## src/rtl/core/sc2a_pkg.sv

```systemverilog
// types, scan code constants, key tables and translate function
package sc2a_pkg;

    localparam logic [7:0] SC_LSHIFT = 8'h2A;
    localparam logic [7:0] SC_RSHIFT = 8'h36;
    localparam logic [7:0] SC_ALT    = 8'h38;
    localparam logic [7:0] SC_CTRL   = 8'h1D;
    localparam logic [7:0] SC_CAPS   = 8'h3A;
    localparam logic [7:0] ALT_BIT   = 8'h80;

    localparam int MAIN_LEN = 58;
    localparam int CTRL_LEN = 51;

    localparam logic [7:0] TAB_PLAIN [0:MAIN_LEN-1] = '{
        8'h00,
        8'h1B, 8'h31, 8'h32, 8'h33, 8'h34, 8'h35, 8'h36, 8'h37, 8'h38, 8'h39,
        8'h30, 8'h2D, 8'h3D, 8'h08, 8'h09, 8'h71, 8'h77, 8'h65, 8'h72, 8'h74,
        8'h79, 8'h75, 8'h69, 8'h6F, 8'h70, 8'h5B, 8'h5D, 8'h0A, 8'h00, 8'h61,
        8'h73, 8'h64, 8'h66, 8'h67, 8'h68, 8'h6A, 8'h6B, 8'h6C, 8'h3B, 8'h27,
        8'h60, 8'h00, 8'h5C, 8'h7A, 8'h78, 8'h63, 8'h76, 8'h62, 8'h6E, 8'h6D,
        8'h2C, 8'h2E, 8'h2F, 8'h00, 8'h00, 8'h00, 8'h20
    };

    localparam logic [7:0] TAB_SHIFT [0:MAIN_LEN-1] = '{
        8'h00,
        8'h00, 8'h21, 8'h40, 8'h23, 8'h24, 8'h25, 8'h5E, 8'h26, 8'h2A, 8'h28,
        8'h29, 8'h5F, 8'h2B, 8'h08, 8'h09, 8'h51, 8'h57, 8'h45, 8'h52, 8'h54,
        8'h59, 8'h55, 8'h49, 8'h4F, 8'h50, 8'h7B, 8'h7D, 8'h0A, 8'h00, 8'h41,
        8'h53, 8'h44, 8'h46, 8'h47, 8'h48, 8'h4A, 8'h4B, 8'h4C, 8'h3A, 8'h22,
        8'h7E, 8'h00, 8'h7C, 8'h5A, 8'h58, 8'h43, 8'h56, 8'h42, 8'h4E, 8'h4D,
        8'h3C, 8'h3E, 8'h3F, 8'h00, 8'h00, 8'h00, 8'h20
    };

    localparam logic [7:0] TAB_CTRL [0:CTRL_LEN-1] = '{
        8'd0,
        8'd0,  8'd0,  8'd0,  8'd0,  8'd0,  8'd0,  8'd0,  8'd0,  8'd0,  8'd0,
        8'd0,  8'd31, 8'd0,  8'd8,  8'd9,  8'd17, 8'd23, 8'd5,  8'd18, 8'd20,
        8'd25, 8'd21, 8'd9,  8'd15, 8'd16, 8'd27, 8'd29, 8'd10, 8'd0,  8'd1,
        8'd19, 8'd4,  8'd6,  8'd7,  8'd8,  8'd10, 8'd11, 8'd12, 8'd0,  8'd0,
        8'd0,  8'd0,  8'd28, 8'd26, 8'd24, 8'd3,  8'd22, 8'd2,  8'd14, 8'd13
    };

    typedef struct packed {
        logic shift;
        logic ctrl;
        logic alt;
        logic caps;
    } mod_flags_t;

    localparam int FLAGS_W = $bits(mod_flags_t);

    typedef struct packed {
        mod_flags_t flags;
        logic       char_valid;
        logic [7:0] char_code;
    } xlate_t;

    function automatic mod_flags_t set_mod(input mod_flags_t f, input logic [6:0] code,
                                           input logic value);
        mod_flags_t r;
        r = f;
        if (code == SC_LSHIFT[6:0] || code == SC_RSHIFT[6:0]) r.shift = value;
        if (code == SC_CAPS[6:0])  r.caps = value;
        if (code == SC_CTRL[6:0])  r.ctrl = value;
        if (code == SC_ALT[6:0])   r.alt  = value;
        return r;
    endfunction

    function automatic logic is_mod(input logic [7:0] code);
        return code == SC_LSHIFT || code == SC_RSHIFT || code == SC_CAPS ||
               code == SC_CTRL || code == SC_ALT;
    endfunction

    function automatic xlate_t translate(input mod_flags_t f, input logic [7:0] code);
        xlate_t r;
        r.flags      = f;
        r.char_valid = 1'b0;
        r.char_code  = 8'h00;
        if (code[7]) begin
            r.flags = set_mod(f, code[6:0], 1'b0);
        end else if (is_mod(code)) begin
            r.flags = set_mod(f, code[6:0], 1'b1);
        end else if (f.ctrl) begin
            if (code < 8'(CTRL_LEN)) begin
                r.char_valid = 1'b1;
                r.char_code  = TAB_CTRL[code[5:0]];
            end
        end else if (code < 8'(MAIN_LEN)) begin
            r.char_valid = 1'b1;
            r.char_code  = (f.shift ^ f.caps) ? TAB_SHIFT[code[5:0]] : TAB_PLAIN[code[5:0]];
        end
        // adding 0x80 modulo 256 flips the top bit
        if (r.char_valid && f.alt) r.char_code = r.char_code ^ ALT_BIT;
        return r;
    endfunction

endpackage

```

## src/rtl/core/sc2a_ram.sv

```systemverilog
// generic single-port-write, registered-read ram
module sc2a_ram #(
    parameter int WIDTH = 8,
    parameter int DEPTH = 16,
    parameter int ADDR_W = (DEPTH > 1) ? $clog2(DEPTH) : 1
) (
    input  logic              aclk,
    input  logic              wr_en,
    input  logic [ADDR_W-1:0] wr_addr,
    input  logic [WIDTH-1:0]  wr_data,
    input  logic              rd_en,
    input  logic [ADDR_W-1:0] rd_addr,
    output logic [WIDTH-1:0]  rd_data
);

    logic [WIDTH-1:0] mem [0:DEPTH-1];
    logic [WIDTH-1:0] rd_data_reg;

    // read returns the old contents on a same-address write
    always_ff @(posedge aclk) begin
        if (wr_en) begin
            mem[wr_addr] <= wr_data;
        end
        if (rd_en) begin
            rd_data_reg <= mem[rd_addr];
        end
    end

    assign rd_data = rd_data_reg;

endmodule

```

## src/rtl/core/scancode_to_ascii_translator.sv

```systemverilog
// top level: set-1 scan code to ascii translator with modifier state in ram
// path: an accepted code is registered in stage 1, then in the output register
// throughput: one code per cycle unless the output stalls, held by the
//   read-modify-write of the one-entry modifier ram, closed by a bypass register
// reset: synchronous active-low aresetn empties the pipe and marks the
//   modifier entry unwritten, so all modifiers read as not held
module scancode_to_ascii_translator
    import sc2a_pkg::*;
(
    input  logic       aclk,
    input  logic       aresetn,
    input  logic       s_valid,
    output logic       s_ready,
    input  logic [7:0] s_scan_code,
    output logic       m_valid,
    input  logic       m_ready,
    output logic       m_char_valid,
    output logic [7:0] m_char_code
);

    // pipeline control
    logic       s_accept;
    logic       s1_advance;
    logic       s1_valid_reg, s1_valid_next;
    logic [7:0] s1_code_reg;

    // modifier state path
    logic       entry_valid_reg, entry_valid_next;
    logic       bypass_valid_reg, bypass_valid_next;
    mod_flags_t bypass_flags_reg;
    mod_flags_t ram_rd_flags;
    mod_flags_t cur_flags;
    xlate_t     xl;

    // output register
    logic       out_valid_reg, out_valid_next;
    logic       out_char_valid_reg;
    logic [7:0] out_char_code_reg;

    // stage 1 moves on when the output register is empty or being drained
    assign s1_advance = s1_valid_reg && (!out_valid_reg || m_ready);
    assign s_ready    = !s1_valid_reg || s1_advance;
    assign s_accept   = s_valid && s_ready;

    // state ram: read on accept, written back when stage 1 completes
    sc2a_ram #(
        .WIDTH (FLAGS_W),
        .DEPTH (1)
    ) u_mod_ram (
        .aclk    (aclk),
        .wr_en   (s1_advance),
        .wr_addr (1'b0),
        .wr_data (xl.flags),
        .rd_en   (s_accept),
        .rd_addr (1'b0),
        .rd_data (ram_rd_flags)
    );

    // pick newest modifiers: bypass for a write that raced the read,
    // not-held until the entry is first written
    always_comb begin
        if (bypass_valid_reg) begin
            cur_flags = bypass_flags_reg;
        end else if (entry_valid_reg) begin
            cur_flags = ram_rd_flags;
        end else begin
            cur_flags = '0;
        end
        xl = translate(cur_flags, s1_code_reg);
    end

    always_comb begin
        s1_valid_next = s1_valid_reg;
        if (s_accept) begin
            s1_valid_next = 1'b1;
        end else if (s1_advance) begin
            s1_valid_next = 1'b0;
        end

        entry_valid_next = entry_valid_reg || s1_advance;

        // bypass is needed only by the code read in the same cycle as a write
        bypass_valid_next = bypass_valid_reg;
        if (s_accept || s1_advance) begin
            bypass_valid_next = s_accept && s1_advance;
        end

        out_valid_next = out_valid_reg;
        if (s1_advance) begin
            out_valid_next = 1'b1;
        end else if (m_ready) begin
            out_valid_next = 1'b0;
        end
    end

    always_ff @(posedge aclk) begin
        if (!aresetn) begin
            s1_valid_reg     <= 1'b0;
            entry_valid_reg  <= 1'b0;
            bypass_valid_reg <= 1'b0;
            out_valid_reg    <= 1'b0;
        end else begin
            s1_valid_reg     <= s1_valid_next;
            entry_valid_reg  <= entry_valid_next;
            bypass_valid_reg <= bypass_valid_next;
            out_valid_reg    <= out_valid_next;
        end
    end

    // payload registers
    always_ff @(posedge aclk) begin
        if (s_accept) begin
            s1_code_reg <= s_scan_code;
        end
        if (s1_advance) begin
            bypass_flags_reg   <= xl.flags;
            out_char_valid_reg <= xl.char_valid;
            out_char_code_reg  <= xl.char_code;
        end
    end

    assign m_valid      = out_valid_reg;
    assign m_char_valid = out_char_valid_reg;
    assign m_char_code  = out_char_code_reg;

endmodule

```

## config.mk

```make
export PLATFORM = sky130hd
export DESIGN_NAME = scancode_to_ascii_translator
export DESIGN_NICKNAME = d
export VERILOG_FILES = /design/src/rtl/core/sc2a_pkg.sv /design/src/rtl/core/sc2a_ram.sv /design/src/rtl/core/scancode_to_ascii_translator.sv
export SDC_FILE = /design/constraint.sdc
export NUM_CORES = 1
export LEC_CHECK = 0
export BUFFER_PORTS_ARGS = -buffer_cell sky130_fd_sc_hd__buf_4
export CAP_MARGIN = 20
export CORE_UTILIZATION = 35
export DETAILED_ROUTE_END_ITERATION = 7
export PLACE_DENSITY = 0.52
export SLEW_MARGIN = 10
export SYNTH_ARGS = -nofsm -noshare
export SYNTH_HDL_FRONTEND = slang
export SYNTH_HIERARCHICAL = 1
export SYNTH_SLANG_ARGS = --single-unit
```

## constraint.sdc

```tcl
create_clock -name aclk -period 5.3 [get_ports aclk]
set_input_delay 0.795 -clock aclk [delete_from_list [all_inputs] [get_ports aclk]]
set_output_delay 0.795 -clock aclk [all_outputs]
set_load 0.05 [all_outputs]
```

### Word-level counts from Yosys, hierarchy flattened

Memory sizes are Yosys's and may differ from the RTL's. A register that Yosys moved wholly into a read port is not among the register bits.
Index checks and enable logic that the tools add are counted.

| cells by class | value |
|---|---|
| magnitude comparators | 3 |
| equality and inequality tests | 10 |
| mux-type cells | 31 |
| bitwise gates (word level) | 3 |
| reduce and logical (&&, ||, !) cells | 17 |

Operators by type and width:

| operator | count |
|---|---|
| two-way mux 8 bit | 8 |
| two-way mux 9 bit | 5 |
| == test 8 x 6 -> 1 bit, second input constant | 4 |
| == test 7 x 6 -> 1 bit, second input constant | 4 |
| less-than comparator 8 x 6 -> 1 bit, second input constant | 2 |
| two-way mux 4 bit | 4 |
| two-way mux 1 bit | 14 |
| logical OR 1 bit | 9 |
| == test 8 x 5 -> 1 bit, second input constant | 1 |
| == test 7 x 5 -> 1 bit, second input constant | 1 |
| >= comparator 7 bit, second input constant | 1 |
| inverter 6 -> 7 bit | 1 |
| logical AND 1 bit | 4 |
| nonzero test 2 bit | 2 |
| zero test 1 bit | 2 |
| inverter 1 bit | 1 |
| XOR 1 bit | 1 |

| word-level totals | value |
|---|---|
| bits in registers | 25 |
| RAM bits | 4 |
| ROM bits | 1,536 |
| input port bits | 12 |
| word-level logic and storage cells | 79 |
| memories | 4 |

Memory list:

| name | depth | bits a word | read ports | clocked after Yosys merged registers in | write ports | line | RTL |
|---|---|---|---|---|---|---|---|
| (no name shown) | 64 | 8 | 1 | 0 | 0 | sc2a_pkg.sv:90 | `r.char_code = (f.shift ^ f.caps) ? TAB_SHIFT[code[5:0]] : TAB_PLAIN[code[5:0]];` |
| (no name shown) | 64 | 8 | 1 | 0 | 0 | sc2a_pkg.sv:90 |  |
| (no name shown) | 64 | 8 | 1 | 0 | 0 | sc2a_pkg.sv:86 | `r.char_code = TAB_CTRL[code[5:0]];` |
| u_mod_ram.mem | 1 | 4 | 1 | 1 | 1 | sc2a_ram.sv:16 | `logic [WIDTH-1:0] mem [0:DEPTH-1];` |

### Longest topological paths before layout

| logic depth | value |
|---|---|
| word-level depth | 11 |
| gate-level depth with buffers | 10 |

### Cells and area by module

The synthesis kept the hierarchy.

By module, submodules not included:

| module | times used | cells an instance | area an instance (µm²) | sequential area each (µm²) |
|---|---|---|---|---|
| scancode_to_ascii_translator | 1 | 295 | 2,521.2 | 710.7 |
| sc2a_ram | 1 | 8 | 240.2 | 240.2 |

### Worst setup path after synthesis

No wires, ideal clock.

| timing | value |
|---|---|
| path type | reg-to-reg |
| start point | reg s1_code_reg[1] |
| end point | reg out_char_code_reg[0], in the netlist m_char_code[0], data pin |
| setup time | 0.152 ns |
| arrival | 2.637 ns |
| slack | 2.511 ns |
| cell stages (with the launch flop) | 10 |
| buffers on the path | 2 |
| period minus slack after synthesis | 2.789 ns |
| path through | edfxtp_1 > clkbuf_1 > clkbuf_1 > inv_1 > ha_1 > inv_1 > mux4_2 > o211a_1 > a2111o_1 > a31oi_1 |

| on the way | value |
|---|---|
| cells in the longest elaborated chain, start to end | 10 |

Ends and longest elaborated chain:

| element | line | RTL |
|---|---|---|
| start, declared | scancode_to_ascii_translator.sv:25 | `logic [7:0] s1_code_reg;` |
| start signal, assigned | scancode_to_ascii_translator.sv:113 | `s1_code_reg <= s_scan_code;` |
| inverter 6 -> 7 bit (implied by the code) | sc2a_pkg.sv:86, sc2a_pkg.sv:90 |  |
| memory read (64 x 8 bit) | - |  |
| two-way mux 8 bit (implied by the code) (2 in series) | sc2a_pkg.sv:90 |  |
| two-way mux 8 bit | sc2a_pkg.sv:90 |  |
| two-way mux 9 bit | sc2a_pkg.sv:88 | `end else if (code < 8'(MAIN_LEN)) begin` |
| two-way mux 9 bit | sc2a_pkg.sv:83 | `end else if (f.ctrl) begin` |
| two-way mux 9 bit * | sc2a_pkg.sv:81 | `end else if (is_mod(code)) begin` |
| two-way mux 9 bit * | sc2a_pkg.sv:79 | `if (code[7]) begin` |
| two-way mux 8 bit * | sc2a_pkg.sv:93 | `if (r.char_valid && f.alt) r.char_code = r.char_code ^ ALT_BIT;` |
| end signal, assigned | scancode_to_ascii_translator.sv:118 | `out_char_code_reg <= xl.char_code;` |
| end, declared | scancode_to_ascii_translator.sv:38 | `logic [7:0] out_char_code_reg;` |

Mark *: on every way between the ends. The rest lies on a longest branch, timed or not. The select of a mux whose other input is x is not followed.
A chain may end at the register's enable or synchronous reset.

### Worst setup path after layout

Same ends and word-level chain as after synthesis.

==> impl_results.rst <==
.. list-table::
   :header-rows: 1

   * - Metric
     - Value
   * - Status
     - finished clean
   * - Unrepaired setup endpoints after global routing
     - false
   * - Number of primary I/O pins
     - 23
   * - Worst-Skew Late Latency
     - 0.29 ns
   * - GRT overflow
     - 0
   * - All-layer global routing usage
     - 0.1905
   * - Crit Path Class
     - reg2reg
   * - Area of the core
     - 0.007687 sq mm
   * - Synthesized area divided by synthesized cell count
     - 9.131 sq um
   * - Warnings, synthesis
     - 6
   * - Number of global-route vias before repair
     - 2,437
   * - Number of nets with antenna violations after routing
     - 0
   * - Htree depth
     - 2
   * - Max Slew Vio Count
     - 0
   * - Total wire length after detailed routing
     - 7593 microns
   * - Post-synthesis instance area
     - 0.002758 sq mm
   * - Hold violation total from the final report
     - 0
   * - Crit end category
     - register
   * - Slew of the pin with the lowest slew margin
     - 0.9830 ns
   * - Die boundary width
     - 90.77 microns
   * - Minimum clock period after layout
     - 3.288 ns
   * - Global-route wire length before repair
     - 12,440 microns
   * - Most frequent cells in the layout
     - sky130_fd_sc_hd__edfxtp_1 (29), sky130_fd_sc_hd__buf_4 (28), sky130_fd_sc_hd__nand2_1 (26)
   * - Net Count, Synth
     - 327
   * - Nets
     - 333
   * - Max-Cap Viols
     - 0
   * - Largest net degree at the start of global routing
     - 52
   * - Final weighted congestion in routability-driven placement
     - 0.9329
   * - Clock root buffer
     - sky130_fd_sc_hd__clkbuf_8
   * - Number of setup buffers added after CTS
     - 0
   * - Max FO, Critical Path
     - 23
   * - Final standard cell utilization of the core
     - 0.3955
   * - Die area
     - 0.008238 sq mm
   * - Finished layout cell area
     - 0.003040 sq mm
   * - Setup TNS after final layout
     - 0 ns
   * - Initial antenna violation count
     - 0
   * - TritonCTS sink count
     - 33
   * - Signed area change from the synthesized netlist to the final layout
     - 10.25%
   * - Most common cell after layout, fill and taps aside
     - sky130_fd_sc_hd__edfxtp_1
   * - N_diodes
     - 0
   * - Worst reg2reg path depth
     - 7
   * - CP required
     - 5.43 ns
   * - Number of port buffers
     - 22
   * - Detailed Place HPWL
     - 5227 microns
   * - Most frequent cell on the critical path
     - sky130_fd_sc_hd__inv_1
   * - VDD IR max
     - 0.1340 mV
   * - Final count of negative-setup-slack endpoints
     - 0
   * - Total CTS buffers
     - 5
   * - Placed cell areas
     - 0.002950 sq mm
   * - Via Count
     - 2,551
   * - Nature of the critical path startpoint
     - register
   * - Max Clock Freq
     - 304.1 MHz
   * - Hold buffer count at cts
     - 0
   * - Share of the clock period used by the worst path after layout
     - 0.6204
   * - Starting density of the core
     - 0.3587
   * - Clock Skews
     - 0.008194 ns
   * - Synthesized instance count
     - 302
   * - Number of buffers on the longest clock path
     - 2
   * - Hold path cells
     - 0
   * - Cell Count Post-Placement
     - 403
   * - Detailed Route Iter0 Violations
     - 329
   * - Remaining max-slew budget at the tightest pin
     - 0.3447
   * - Height of the die
     - 90.77 microns
   * - Number of cells in the finished layout apart from fillers
     - 411
   * - Post-detailed-route DRC marker count
     - 0
   * - Highest cell delay on the worst timing path
     - 0.89 ns
   * - Worst-path clk slew
     - 0.07 ns
   * - Cells resized by post-CTS repair
     - 0
   * - Worst hold path type
     - reg2reg
   * - Arr. time, crit path
     - 3.42 ns
   * - Number of vias per cell after detailed routing
     - 6.207
   * - Total leakage power
     - 1.104 nW
   * - Detailed-route wire length per cell
     - 18.47 microns
   * - Total iterations of the first detailed-routing run
     - 5
   * - Fraction of layout instances using a drive strength above 1
     - 0.1521
   * - CP max-delay cell
     - sky130_fd_sc_hd__edfxtp_1
   * - PD cells
     - 220.2 mW/mm^2
   * - Ordered list of cells on the worst path
     - inv_1 > ha_1 > inv_1 > mux4_2 > o211a_1 > a2111o_1 > a31oi_1
   * - Clock tree from TritonCTS
     - done
   * - Number of rows created at floorplan
     - 32
==> critical path, delay by kind of cell (launching register included) <==
kind | cells | cell delay [ns]
AO/OA/AOI/OAI | 3 | 0.73
adder cells (fa/ha/maj) | 1 | 0.60
buffers and inverters | 2 | 0.43
flip-flops | 1 | 0.89
multiplexers | 1 | 0.47
==> per-stage QoR <==
step                      hold slack (ns)  worst slack [ns]  power [mW]
after detailed placement           0.4052             2.078      0.4852
after global placement             0.4048             2.147      0.4877
final                              0.4203             2.012      0.6695
after floorplan                    0.4003             2.511      0.4402
after global routing               0.4302             1.828      0.7022
after CTS                          0.4220             2.058      0.6750
==> final timing paths <==
check / from / end / slack (ns)
min: u_mod_ram/mem[0][3] / u_mod_ram/rd_data[3] / 0.42
min reg2reg: u_mod_ram/mem[0][3] / u_mod_ram/rd_data[3] / 0.42
max reg2reg: s1_code_reg[1] / m_char_code[0] / 2.01
max: s1_code_reg[1] / m_char_code[0] / 2.01
==> layer usage <==
| layer | global-route usage | wire (microns) |
|---|---|---|
| met1 | 0.2585 | 3382 |
| met2 | 0.2860 | 3398 |
| met3 | 0.03451 | 486 |
| met4 | 0.1022 | 325 |
| met5 | 0 | 0 |
==> where the power goes <==
group          switching [mW]  internal [mW]
Combinational           0.106         0.0623
Sequential             0.0158          0.299
Clock                  0.0962         0.0905
==> final cells by class <==
| cell class | count | area, sq um |
|---|---|---|
| timing repair buffer | 28 | 210.2 |
| clock inverter | 3 | 17.52 |
| fill | 801 | 4647 |
| multi-input combinational | 229 | 1624 |
| clock buffer | 5 | 68.82 |
| sequential | 33 | 950.9 |
| tap | 102 | 127.6 |
| inverter | 11 | 41.29 |
No activity file was read; power rests on OpenSTA's default activity.
